`src/hdl/blr_pkg.sv`:
```
// Shared types and constants for the line rasterizer.
// Holds the coordinate widths, item operation codes, register indexes and the
// line setup record passed from the setup logic to the top level.
package blr_pkg;

  // Coordinate and derived widths.
  localparam int COORD_BITS = 11;
  localparam int SPAN_BITS  = COORD_BITS + 1;
  localparam int ERR_BITS   = COORD_BITS + 3;
  localparam int COLOR_BITS = 16;
  localparam int SIZE_BITS  = 10;
  localparam int CMP_BITS   = (COORD_BITS > SIZE_BITS + 1) ? COORD_BITS : SIZE_BITS + 1;

  // Configuration port.
  localparam int CFG_INDEX_BITS = 2;
  localparam logic [CFG_INDEX_BITS-1:0] REG_SCREEN_WIDTH  = CFG_INDEX_BITS'(0);
  localparam logic [CFG_INDEX_BITS-1:0] REG_SCREEN_HEIGHT = CFG_INDEX_BITS'(1);
  localparam logic [SIZE_BITS-1:0] RESET_SCREEN_WIDTH  = SIZE_BITS'(128);
  localparam logic [SIZE_BITS-1:0] RESET_SCREEN_HEIGHT = SIZE_BITS'(96);

  // Operation carried by an input item.
  typedef enum logic [0:0] {
    OP_START = 1'b0,
    OP_STEP  = 1'b1
  } op_t;

  // Everything a start item loads into the stepping state.
  typedef struct packed {
    logic                         steep;
    logic                         minor_neg;
    logic signed [COORD_BITS-1:0] cur_x;
    logic signed [COORD_BITS-1:0] cur_y;
    logic signed [COORD_BITS-1:0] major_end;
    logic signed [ERR_BITS-1:0]   error_term;
    logic [SPAN_BITS-1:0]         twice_major;
    logic [SPAN_BITS-1:0]         twice_minor;
  } line_setup_t;

endpackage

```
`src/hdl/blr_setup.sv`:
```
// Line setup logic for the rasterizer: picks the major axis, orders the
// endpoints and builds the initial error term. Depends on blr_pkg.
module blr_setup (
  input  logic signed [blr_pkg::COORD_BITS-1:0] x_start,
  input  logic signed [blr_pkg::COORD_BITS-1:0] y_start,
  input  logic signed [blr_pkg::COORD_BITS-1:0] x_end,
  input  logic signed [blr_pkg::COORD_BITS-1:0] y_end,
  output blr_pkg::line_setup_t                  setup
);
  import blr_pkg::*;

  logic signed [SPAN_BITS-1:0] dx;
  logic signed [SPAN_BITS-1:0] dy;
  logic [COORD_BITS-1:0]       abs_dx;
  logic [COORD_BITS-1:0]       abs_dy;
  logic                        steep;
  logic                        swap;
  logic signed [COORD_BITS-1:0] x0, y0, x1, y1;
  logic [COORD_BITS-1:0]       major;
  logic [COORD_BITS-1:0]       minor;

  // Spans along both axes; the magnitude always fits the coordinate width.
  assign dx = SPAN_BITS'(x_end) - SPAN_BITS'(x_start);
  assign dy = SPAN_BITS'(y_end) - SPAN_BITS'(y_start);
  assign abs_dx = dx[SPAN_BITS-1] ? COORD_BITS'(-dx) : COORD_BITS'(dx);
  assign abs_dy = dy[SPAN_BITS-1] ? COORD_BITS'(-dy) : COORD_BITS'(dy);

  // Ties go steep, which also covers vertical lines and single points.
  assign steep = !(abs_dy < abs_dx);
  assign swap  = steep ? (y_start > y_end) : (x_start > x_end);

  // Order the endpoints so that the major coordinate increases.
  assign x0 = swap ? x_end   : x_start;
  assign y0 = swap ? y_end   : y_start;
  assign x1 = swap ? x_start : x_end;
  assign y1 = swap ? y_start : y_end;

  assign major = steep ? abs_dy : abs_dx;
  assign minor = steep ? abs_dx : abs_dy;

  always_comb begin
    setup.steep       = steep;
    setup.minor_neg   = steep ? (x1 < x0) : (y1 < y0);
    setup.cur_x       = x0;
    setup.cur_y       = y0;
    setup.major_end   = steep ? y1 : x1;
    setup.twice_major = {major, 1'b0};
    setup.twice_minor = {minor, 1'b0};
    setup.error_term  = $signed({2'b00, minor, 1'b0}) - $signed({3'b000, major});
  end

endmodule

```
`src/hdl/bresenham_line_rasterizer.sv`:
```
// Top level of the Bresenham line rasterizer.
// Holds the input register, line state, screen size registers and result
// register; uses blr_pkg and blr_setup.
//
// A start item loads two endpoints and a color and produces no result; each
// following step item produces one point of the line in order of increasing
// major coordinate, with a clipping flag and a last flag on the final point.
// The block takes one item per clock while the input side does not stall: an
// item is captured in an input register and handled there by one setup or
// one error-term update, and its result is written to the output register.
// A step while no line is active produces nothing, and a start replaces any
// line still in progress.
// The input side stalls only while a result waits, stalled, in the output
// register and the item in the input register would produce another one.
// Screen size registers are written through the configuration port, which is
// always ready; write them only while no item is in flight.
module bresenham_line_rasterizer (
  input  logic                                  clk,
  input  logic                                  rst,
  // Configuration port.
  input  logic                                  cfg_valid,
  output logic                                  cfg_ready,
  input  logic [blr_pkg::CFG_INDEX_BITS-1:0]    cfg_index,
  input  logic [blr_pkg::SIZE_BITS-1:0]         cfg_data,
  // Input item channel.
  input  logic                                  in_valid,
  output logic                                  in_stall,
  input  logic                                  operation,
  input  logic signed [blr_pkg::COORD_BITS-1:0] x_start,
  input  logic signed [blr_pkg::COORD_BITS-1:0] y_start,
  input  logic signed [blr_pkg::COORD_BITS-1:0] x_end,
  input  logic signed [blr_pkg::COORD_BITS-1:0] y_end,
  input  logic [blr_pkg::COLOR_BITS-1:0]        line_color,
  // Result item channel.
  output logic                                  out_valid,
  input  logic                                  out_stall,
  output logic signed [blr_pkg::COORD_BITS-1:0] pixel_x,
  output logic signed [blr_pkg::COORD_BITS-1:0] pixel_y,
  output logic [blr_pkg::COLOR_BITS-1:0]        pixel_color,
  output logic                                  on_screen,
  output logic                                  last
);
  import blr_pkg::*;

  // Screen size registers.
  logic [SIZE_BITS-1:0] visible_cols;
  logic [SIZE_BITS-1:0] visible_rows;

  // Input register.
  logic                         s1_valid;
  op_t                          s1_op;
  logic signed [COORD_BITS-1:0] s1_x_start;
  logic signed [COORD_BITS-1:0] s1_y_start;
  logic signed [COORD_BITS-1:0] s1_x_end;
  logic signed [COORD_BITS-1:0] s1_y_end;
  logic [COLOR_BITS-1:0]        s1_color;

  // Line state.
  logic                         busy;
  logic                         steep;
  logic                         minor_neg;
  logic signed [COORD_BITS-1:0] cur_x;
  logic signed [COORD_BITS-1:0] cur_y;
  logic signed [COORD_BITS-1:0] major_end;
  logic signed [ERR_BITS-1:0]   error_term;
  logic [SPAN_BITS-1:0]         twice_major;
  logic [SPAN_BITS-1:0]         twice_minor;
  logic [COLOR_BITS-1:0]        held_color;

  line_setup_t                  setup;
  logic                         is_start;
  logic                         emits;
  logic                         process;
  logic                         in_accept;
  logic                         is_last;
  logic                         visible;
  logic                         err_pos;
  logic signed [COORD_BITS-1:0] minor_step;
  logic signed [ERR_BITS-1:0]   error_term_next;
  logic signed [COORD_BITS-1:0] cur_x_next;
  logic signed [COORD_BITS-1:0] cur_y_next;

  blr_setup u_setup (
    .x_start (s1_x_start),
    .y_start (s1_y_start),
    .x_end   (s1_x_end),
    .y_end   (s1_y_end),
    .setup   (setup)
  );

  // Flow control: an item that produces a result waits for a free output slot.
  assign is_start  = (s1_op == OP_START);
  assign emits     = !is_start && busy;
  assign process   = s1_valid && (!emits || !out_valid || !out_stall);
  assign in_stall  = s1_valid && !process;
  assign in_accept = in_valid && !in_stall;
  assign cfg_ready = 1'b1;

  // Current point: last flag and clipping against the screen size.
  assign is_last = ((steep ? cur_y : cur_x) == major_end);
  assign visible = !cur_x[COORD_BITS-1] && !cur_y[COORD_BITS-1] &&
                   (CMP_BITS'($unsigned(cur_x)) < CMP_BITS'(visible_cols)) &&
                   (CMP_BITS'($unsigned(cur_y)) < CMP_BITS'(visible_rows));

  // One Bresenham step: the error term folds both corrections into one sum.
  assign err_pos    = !error_term[ERR_BITS-1] && (error_term != '0);
  assign minor_step = err_pos ? (minor_neg ? -COORD_BITS'(1) : COORD_BITS'(1))
                              : '0;
  assign error_term_next = err_pos ?
      error_term + $signed(ERR_BITS'(twice_minor)) - $signed(ERR_BITS'(twice_major)) :
      error_term + $signed(ERR_BITS'(twice_minor));
  assign cur_x_next = steep ? cur_x + minor_step : cur_x + COORD_BITS'(1);
  assign cur_y_next = steep ? cur_y + COORD_BITS'(1) : cur_y + minor_step;

  // Configuration writes.
  always_ff @(posedge clk) begin
    if (rst) begin
      visible_cols <= RESET_SCREEN_WIDTH;
      visible_rows <= RESET_SCREEN_HEIGHT;
    end else if (cfg_valid && cfg_ready) begin
      unique case (cfg_index)
        REG_SCREEN_WIDTH:  visible_cols <= cfg_data;
        REG_SCREEN_HEIGHT: visible_rows <= cfg_data;
        default: ;
      endcase
    end
  end

  // Input register.
  always_ff @(posedge clk) begin
    if (rst) begin
      s1_valid <= 1'b0;
    end else if (in_accept) begin
      s1_valid <= 1'b1;
    end else if (process) begin
      s1_valid <= 1'b0;
    end
  end

  always_ff @(posedge clk) begin
    if (in_accept) begin
      s1_op      <= op_t'(operation);
      s1_x_start <= x_start;
      s1_y_start <= y_start;
      s1_x_end   <= x_end;
      s1_y_end   <= y_end;
      s1_color   <= line_color;
    end
  end

  // Line state update: setup on a start, one step on each emitted point but the last.
  always_ff @(posedge clk) begin
    if (rst) begin
      busy <= 1'b0;
    end else if (process) begin
      if (is_start) begin
        busy <= 1'b1;
      end else if (busy && is_last) begin
        busy <= 1'b0;
      end
    end
  end

  always_ff @(posedge clk) begin
    if (process && is_start) begin
      steep       <= setup.steep;
      minor_neg   <= setup.minor_neg;
      cur_x       <= setup.cur_x;
      cur_y       <= setup.cur_y;
      major_end   <= setup.major_end;
      error_term  <= setup.error_term;
      twice_major <= setup.twice_major;
      twice_minor <= setup.twice_minor;
      held_color  <= s1_color;
    end else if (process && emits && !is_last) begin
      cur_x      <= cur_x_next;
      cur_y      <= cur_y_next;
      error_term <= error_term_next;
    end
  end

  // Result register.
  always_ff @(posedge clk) begin
    if (rst) begin
      out_valid <= 1'b0;
    end else if (process && emits) begin
      out_valid <= 1'b1;
    end else if (!out_stall) begin
      out_valid <= 1'b0;
    end
  end

  always_ff @(posedge clk) begin
    if (process && emits) begin
      pixel_x     <= cur_x;
      pixel_y     <= cur_y;
      pixel_color <= held_color;
      on_screen   <= visible;
      last        <= is_last;
    end
  end

  // A start always leaves a line in progress.
  assert property (@(posedge clk) disable iff (rst)
    (process && is_start) |=> busy)
    else $error("start item did not activate a line");

  // Emitting the final point ends the line.
  assert property (@(posedge clk) disable iff (rst)
    (process && emits && is_last) |=> !busy)
    else $error("line still active after its last point");

  // A new result appears only after a step was handled on an active line.
  assert property (@(posedge clk) disable iff (rst)
    $rose(out_valid) |-> $past(process && emits))
    else $error("result produced without a step item");

  // The input side stalls only while a result-producing item and a stalled result both wait.
  assert property (@(posedge clk) disable iff (rst)
    in_stall |-> (s1_valid && emits && out_valid && out_stall))
    else $error("input stalled without a blocked result");

endmodule

```
`config.mk`:
```
export PLATFORM = sky130hd
export DESIGN_NAME = bresenham_line_rasterizer
export DESIGN_NICKNAME = d
export VERILOG_FILES = /design/src/hdl/blr_pkg.sv /design/src/hdl/blr_setup.sv /design/src/hdl/bresenham_line_rasterizer.sv
export SDC_FILE = /design/constraint.sdc
export NUM_CORES = 1
export LEC_CHECK = 0
export BUFFER_PORTS_ARGS = -buffer_cell sky130_fd_sc_hd__buf_2
export CAP_MARGIN = 10
export CORE_UTILIZATION = 65
export DETAILED_ROUTE_END_ITERATION = 10
export HOLD_SLACK_MARGIN = 0.08
export PLACE_DENSITY = 0.86
export SETUP_SLACK_MARGIN = 0.4
export SYNTH_ARGS = -nofsm -noshare
export SYNTH_HDL_FRONTEND = slang
export SYNTH_SLANG_ARGS = --single-unit
```
`constraint.sdc`:
```
create_clock -name clk -period 11.5 [get_ports clk]
set_input_delay 2.875 -clock clk [delete_from_list [all_inputs] [get_ports clk]]
set_output_delay 2.875 -clock clk [all_outputs]
set_load 0.03 [all_outputs]
```
# --- Word-level counts from Yosys, hierarchy flattened ---
# Index checks and enable logic that the tools add are counted.
word_totals:
  n_memories: 0
  register_bits: 211
  word_cells: 108
  latch_bits: 0
  ramBits: 0
  inputBits: 78
  out_inout_bits: 43
  mem_bits_ro: 0
classes:
  eq_ne: 4
  order_cmp: 7
  bitwise_logic: 1
  mul: 0
  addsub: 11
  muxes: 29
  div: 0
  n_reduce_logical: 31
  n_shift: 0
ops:
  columns: ["cell", "count"]
  rows:
  - ["two-way mux 11 bit", 18]
  - ["two-way mux 14 bit", 3]
  - ["< comparator 11 bit", 3]
  - ["subtractor 11 x 11 -> 12 bit", 2]
  - ["adder 11 bit", 2]
  - ["adder 11 x 2 -> 11 bit (second input constant)", 2]
  - ["greater-than comparator 11 bit", 2]
  - ["< comparator 11 x 10 -> 1 bit", 2]
  - ["negator 11 bit", 2]
  - ["adder 14 x 13 -> 14 bit", 1]
  - ["nonzero test 14 bit", 1]
  - ["subtractor 14 x 13 -> 14 bit", 1]
  - ["subtractor 12 x 11 -> 13 bit", 1]
  - ["logical AND 1 bit", 12]
  - ["equality test 11 bit", 1]
  - ["logical NOT 1 bit", 10]
  - ["two-way mux 1 bit", 8]
  - ["AND reduction 2 bit", 3]
  - ["inequality test 2 x 1 -> 1 bit (second input constant)", 2]
  - ["nonzero test 2 bit", 2]
  - ["equality test 2 x 1 -> 1 bit (second input constant)", 1]
  - ["logical NOT 2 bit", 1]
  - ["logical OR 1 bit", 2]
  - ["NOT 1 bit", 1]

# --- Logic depth before layout (Yosys ltp) ---
depth:
  depth_word: 10
  ltp_mapped: 33
  depth_no_buf: 31

# --- Cells and area by module ---
# From an unflattened synthesis, not the netlist that was laid out.
unflattened:
  hier_cells: 1369
  hier_area_um2: 13705.6
by_module_without_submodules:
  columns: ["mod", "n_inst", "area_each_um2", "cells_per_inst"]
  rows:
  - ["bresenham_line_rasterizer", 1, 9776.9, 749]
  - ["blr_setup", 1, 3928.8, 620]

# --- Least setup slack after synthesis ---
# OpenSTA, ideal clock, no wires.
synth_timing:
  path_kind: "register -> register"
  startpoint: "reg s1_y_end[4]"
  endpoint: "reg error_term[10] (data pin)"
  arrival_time_ns: 6.613
  n_path_buf: 4
  required_time_ns: 11.231
  slack_ns: 4.618
  setup_time_ns: 0.269
  stages_incl_launch_ff: 32
  cell_sequence: "edfxtp_1 > ha_1 > buf_2 > nand2_1 > a211oi_1 > o21bai_1 > a31oi_2 > mux2i_1 > inv_1 > ha_1 > a21o_1 > a21o_1 > a21o_1 > a21oi_1 > o221ai_1 > maj3_1 > a211oi_2 > or2_1 > buf_6 > buf_6 > clkbuf_1 > a21oi_1 > fa_1 > a21oi_1 > a21oi_1 > or4_1 > a311oi_1 > o21ai_1 > a41oi_2 > xnor2_1 > nor2_1 > a21oi_1"
synth_rtl:
  columns: ["element", "line_no", "text"]
  rows:
  - ["start: declaration", "bresenham_line_rasterizer.sv:55", "logic signed [COORD_BITS-1:0] s1_y_end;"]
  - ["start signal: assignment", "bresenham_line_rasterizer.sv:146", "s1_y_end <= y_end;"]
  - ["end signal: assignment", "bresenham_line_rasterizer.sv:171", "error_term <= setup.error_term;"]
  - ["end signal: assignment", "bresenham_line_rasterizer.sv:178", "error_term <= error_term_next;"]
  - ["end: declaration", "bresenham_line_rasterizer.sv:65", "logic signed [ERR_BITS-1:0] error_term;"]

# --- Worst setup path in the final report ---
layout_timing:
  startpoint: "reg s1_y_end[4]"
  endpoint: "reg error_term[10] (data pin)"
layout_via:
  elab_chain_cells: 7
  word_cells_on_any_way: 8
  classes_between: "add/sub (3); order compare (1); mux (4)"
layout_lines:
  columns: ["element", "line_no", "text"]
  rows:
  - ["subtractor 11 x 11 -> 12 bit *", "blr_setup.sv:24", "assign dy = SPAN_BITS'(y_end) - SPAN_BITS'(y_start);"]
  - ["negator 11 bit", "blr_setup.sv:26", "assign abs_dy = dy[SPAN_BITS-1] ? COORD_BITS'(-dy) : COORD_BITS'(dy);"]
  - ["two-way mux 11 bit *", "blr_setup.sv:26", null]
  - ["< comparator 11 bit", "blr_setup.sv:29", "assign steep = !(abs_dy < abs_dx);"]
  - ["two-way mux 11 bit (on tied branches)", "blr_setup.sv:39, blr_setup.sv:38", null]
  - ["subtractor 12 x 11 -> 13 bit *", "blr_setup.sv:49", "setup.error_term = $signed({2'b00, minor, 1'b0}) - $signed({3'b000, major});"]
  - ["two-way mux 14 bit *", "bresenham_line_rasterizer.sv:165", "if (process && is_start) begin"]
# Every way passes the cells marked *; elsewhere a longest branch is shown, timed or not.
# A chain may end at the register's enable or synchronous reset.

==> results by stage <==
Run status:
- The flow ran to the end, and the final reports show no timing, DRC or antenna violations.

Floorplanning:
- After floorplanning, the core was sized to cover 19590 um2.
- The floorplan step defined a die boundary enclosing 20630 um2.
- The initial utilization of the core area, before any placement, comes to 66.56%.
- Measured along the y axis, the die boundary spans 143.6 um.
- The number of rows created at floorplan is 51.
- The boundary pin count is 121.
- The width of the die is 143.6 um.

Cells and area:
- At the end of the flow, the number of nets in the layout was 1558.
- The multi-input combinational cells in the finished layout cover a total of 6357 um2.
- The number of antenna diodes in the final layout is 0.
- Compared with the post-synthesis result, the final layout area differs by 12.38%.
- The layout cell share with drive strength beyond 1 is 14.28%.
- The fill cell instance count of the final layout is 1317.
- Leaving out fill and tap cells, the most frequent cell in the layout is sky130_fd_sc_hd__edfxtp_1.
- In the layout the commonest cells are 188 x sky130_fd_sc_hd__edfxtp_1, 119 x sky130_fd_sc_hd__buf_2, 117 x sky130_fd_sc_hd__nor2_1.
- The final core utilization is 74.80%.
- Summing all flip-flop and latch instances after layout gives 6106 um2.

Place:
- The HPWL after detailed placement is 22920 um.
- Input and output buffers added on the ports amount to 119.
- The congestion estimate from routability-driven global placement came to 0.8905.

GRT:
- The first global-routing pass estimated 48530 um of wire.
- The initial antenna violation count is 0.
- The layer with the highest usage is met2.
- Entering global routing, the biggest net connects 79 pins.
- The total track usage is 30.85%.
- Global routing used 3.965% of the available met3 tracks.
- The met2 track demand over resource in global routing is 51.25%.
- The via count of the first global-routing pass is 9312.
- The overflow left after global routing is 0.
- In the global route stage, met1 resource usage came out at 41.54%.

Clock tree:
- The hold buffer count at CTS is 0.
- The quantity of gates resized following cts is 0.
- The post-CTS repair timing setup buffer count is 0.
- For the worst-skew pair, the clock arrives at the later sink with an insertion delay of 0.53 ns.
- The number of clock buffers added by TritonCTS is 23.
- The buffer depth of the longest clock path is 3.
- The CTS sink count is 211.
- The root cell of the clock tree is sky130_fd_sc_hd__clkbuf_16.
- The TritonCTS clock tree is built.
- The CTS clock-pin slew for the worst setup and hold paths is 0.06 ns.
- In this run the number of H-tree levels came out at 1.

Detailed routing:
- The remaining design rule violation count is 0.
- The routed wire length is 31480 um.
- Dividing the detail-routed via count by the number of cells gives 5.988.
- The first routing iteration left 919 violations.
- The number of iterations in the first detailed-routing pass is 6.
- The count of nets left with antenna violations once routing finished came out at 0.
- In the final routed layout, each cell accounts on average for 19.06 um.
- The via total after detailed routing is 9892.

Timing:
- Timing would allow up to 119.6 MHz.
- The worst path uses 72.73% of the clock period.
- Setup violations remaining at the end of the flow were counted as 0.
- Headroom to the max-slew limit came out at 23.40%.
- The final number of hold-violating endpoints is 0.
- Summed over all failing endpoints, the final setup total negative slack is 0 ns.
- The slew of the pin with the lowest slew margin is 1.144 ns.
- Setup repair after global routing left no endpoint under its margin.
- The worst path in the final design needs a cycle of 8.364 ns, including I/O delays and setup.
- The final count of pins violating max slew is 0.
- The clock tree skew after final layout is 0.007482 ns.

Power and ir drop:
- The highest ir drop seen on vdd is 0.1943 mV.
- The static leakage is 6.135 nW.
- For this design the ratio of total power to cell area is 257.4 nW/um2.

Setup path:
- STA classifies the critical path endpoint as a register.
- The critical path startpoint category is a register.
- The cell that appears most often on the critical path is sky130_fd_sc_hd__a21oi_1.
- Of all nets on the critical path, the largest fanout is 31.
- The critical path required time is 11.76 ns.
- The critical path is of the reg2reg type.
- STA puts the critical path data arrival time at 8.63 ns.
- The delay of the slowest cell on the worst path is 0.57 ns.
- The slowest stage cell on the critical path is sky130_fd_sc_hd__or2_1.

Synthesis:
- The cell area that synthesis handed to floorplanning was 13040 um2.
- Ranked by total cell area, the synthesized netlist is headed by sky130_fd_sc_hd__edfxtp_1 43%, sky130_fd_sc_hd__ha_1 9.9%, sky130_fd_sc_hd__xnor2_1 3.6%, sky130_fd_sc_hd__a21oi_1 3.6%, sky130_fd_sc_hd__dfxtp_1 3.5%.
- The most used flip-flop cell after synthesis is sky130_fd_sc_hd__edfxtp_1.
- For this run, the register share of the synthesized area comes to 46.83%.
- Counting flops with a built-in enable in the synthesized netlist gives 188.
- After technology mapping, the gate count stands at 1260.
- In this run the biggest area consumer among cell types represents 43.30% of the synthesized area.
- The largest total area in the synthesized netlist belongs to sky130_fd_sc_hd__edfxtp_1.
- Counting distinct cell types in the post-synthesis netlist gives 77.
- Averaged over all synthesized cells, the footprint is 10.35 um2.
- The total number of yosys warnings is 0.
- Synthesis inferred 211 register bits.
- The net count after synthesis is 1448.
- For this run, asynchronously set or reset flops after synthesis account for 0%.

Job:
- Across the run, the number of max-cap violations was 0.

Min path:
- The path class of the tightest hold or removal check is reg2reg.
-- worst paths after layout --
kind	startpoint	to	slack [ns]	cells after the start
min reg2reg	s1_color[13]	held_color[13]	0.42	0
max	s1_y_end[4]	error_term[10]	3.14	29
max reg2reg	s1_y_end[4]	error_term[10]	3.14	29
min	s1_color[13]	held_color[13]	0.42	0
-- state kept, by name, indices dropped and copies added (netlist names), 10 cells and up --
signal and cells:
pixel_y 11, s1_y_end 11, s1_y_start 11, s1_x_end 11, twice_major 11, visible_rows 10
pixel_x 11, cur_y 11, major_end 11, pixel_color 16, s1_color 16, twice_minor 11
s1_x_start 11, held_color 16, visible_cols 10, error_term 14, cur_x 11
-- Yosys cell counts (10+ instances only) --
| cell type | n |
|---|---|
| sky130_fd_sc_hd__edfxtp_1 | 188 |
| sky130_fd_sc_hd__nor2_1 | 117 |
| sky130_fd_sc_hd__inv_1 | 108 |
| sky130_fd_sc_hd__ha_1 | 103 |
| sky130_fd_sc_hd__a21oi_1 | 94 |
| sky130_fd_sc_hd__nand2_1 | 93 |
| sky130_fd_sc_hd__o21ai_0 | 65 |
| sky130_fd_sc_hd__xnor2_1 | 54 |
| sky130_fd_sc_hd__mux2i_1 | 39 |
| sky130_fd_sc_hd__xor2_1 | 31 |
| sky130_fd_sc_hd__a31oi_1 | 27 |
| sky130_fd_sc_hd__nand2b_1 | 25 |
| sky130_fd_sc_hd__dfxtp_1 | 23 |
| sky130_fd_sc_hd__clkbuf_1 | 22 |
| sky130_fd_sc_hd__a21o_1 | 20 |
| sky130_fd_sc_hd__nor2b_1 | 16 |
| sky130_fd_sc_hd__o21bai_1 | 16 |
| sky130_fd_sc_hd__nor3_1 | 15 |
| sky130_fd_sc_hd__or3_1 | 14 |
| sky130_fd_sc_hd__and2_1 | 13 |
| sky130_fd_sc_hd__nand3_1 | 13 |
| sky130_fd_sc_hd__o21a_1 | 13 |
| sky130_fd_sc_hd__and3_1 | 11 |
| sky130_fd_sc_hd__a211oi_1 | 10 |
| sky130_fd_sc_hd__buf_2 | 10 |
-- critical path: cells and delay by family, from the launching register on --
family	cells	cell delay [ns]
flip-flops	1	0.45
XOR/XNOR	2	0.42
adder cells (fa/ha/maj)	4	1.56
buffers and inverters	3	0.67
AND/OR/NAND/NOR	5	1.36
AO/OA/AOI/OAI	15	3.60
-- power breakdown --
group          internal (mW)  switching [mW]
combinational          0.795            1.18
sequential             0.976          0.0528
clock                  0.446           0.321
total                   2.22            1.56
-- logic make-up (layout without fill, tap and decap cells) --
kind of cell,count (synthesis),in the layout,synth area share [%]
AND/OR/NAND/NOR,346,346,12.49
AO/OA/AOI/OAI,308,308,15.29
flip-flops,211,211,46.83
buffers and inverters,151,278,4.750
adder cells (fa/ha/maj),112,112,11.11
XOR/XNOR,86,86,5.834
multiplexers,45,45,3.666
other,1,1,0.02876
-- area by class of cell --
cell class              count  area share, %
well taps                 265          2.263
inverters                 109          2.818
multi-input cells         898          43.39
clock buffers              24          4.022
clock inverters            18          1.366
repair buffers            127          4.474
flip-flops and latches    211          41.67
-- routing by layer --
metal	wire (um)	part of all wire (%)	vias up
li1	-	-	4761
met1	13330	42	4607
met2	14460	46	441
met3	2497	7.9	83
met4	1194	3.8	0
met5	0	0	-
-- per-stage QoR --
stage	instances	worst slack (ns)	hold WS [ns]	cell area, um2	total power, mW
2_1_floorplan	1260	4.618	0.4003	13040	2.562
4_1_cts	1652	3.249	0.4165	14650	3.748
3_5_place_dp	1610	3.245	0.4045	13860	2.965
6_report	1652	3.136	0.4155	14650	3.772
5_1_grt	1652	2.539	0.4282	14650	4.022
3_3_place_gp	1610	3.482	0.4002	13860	2.907
Note: power is estimated with default switching activity, not from simulation.
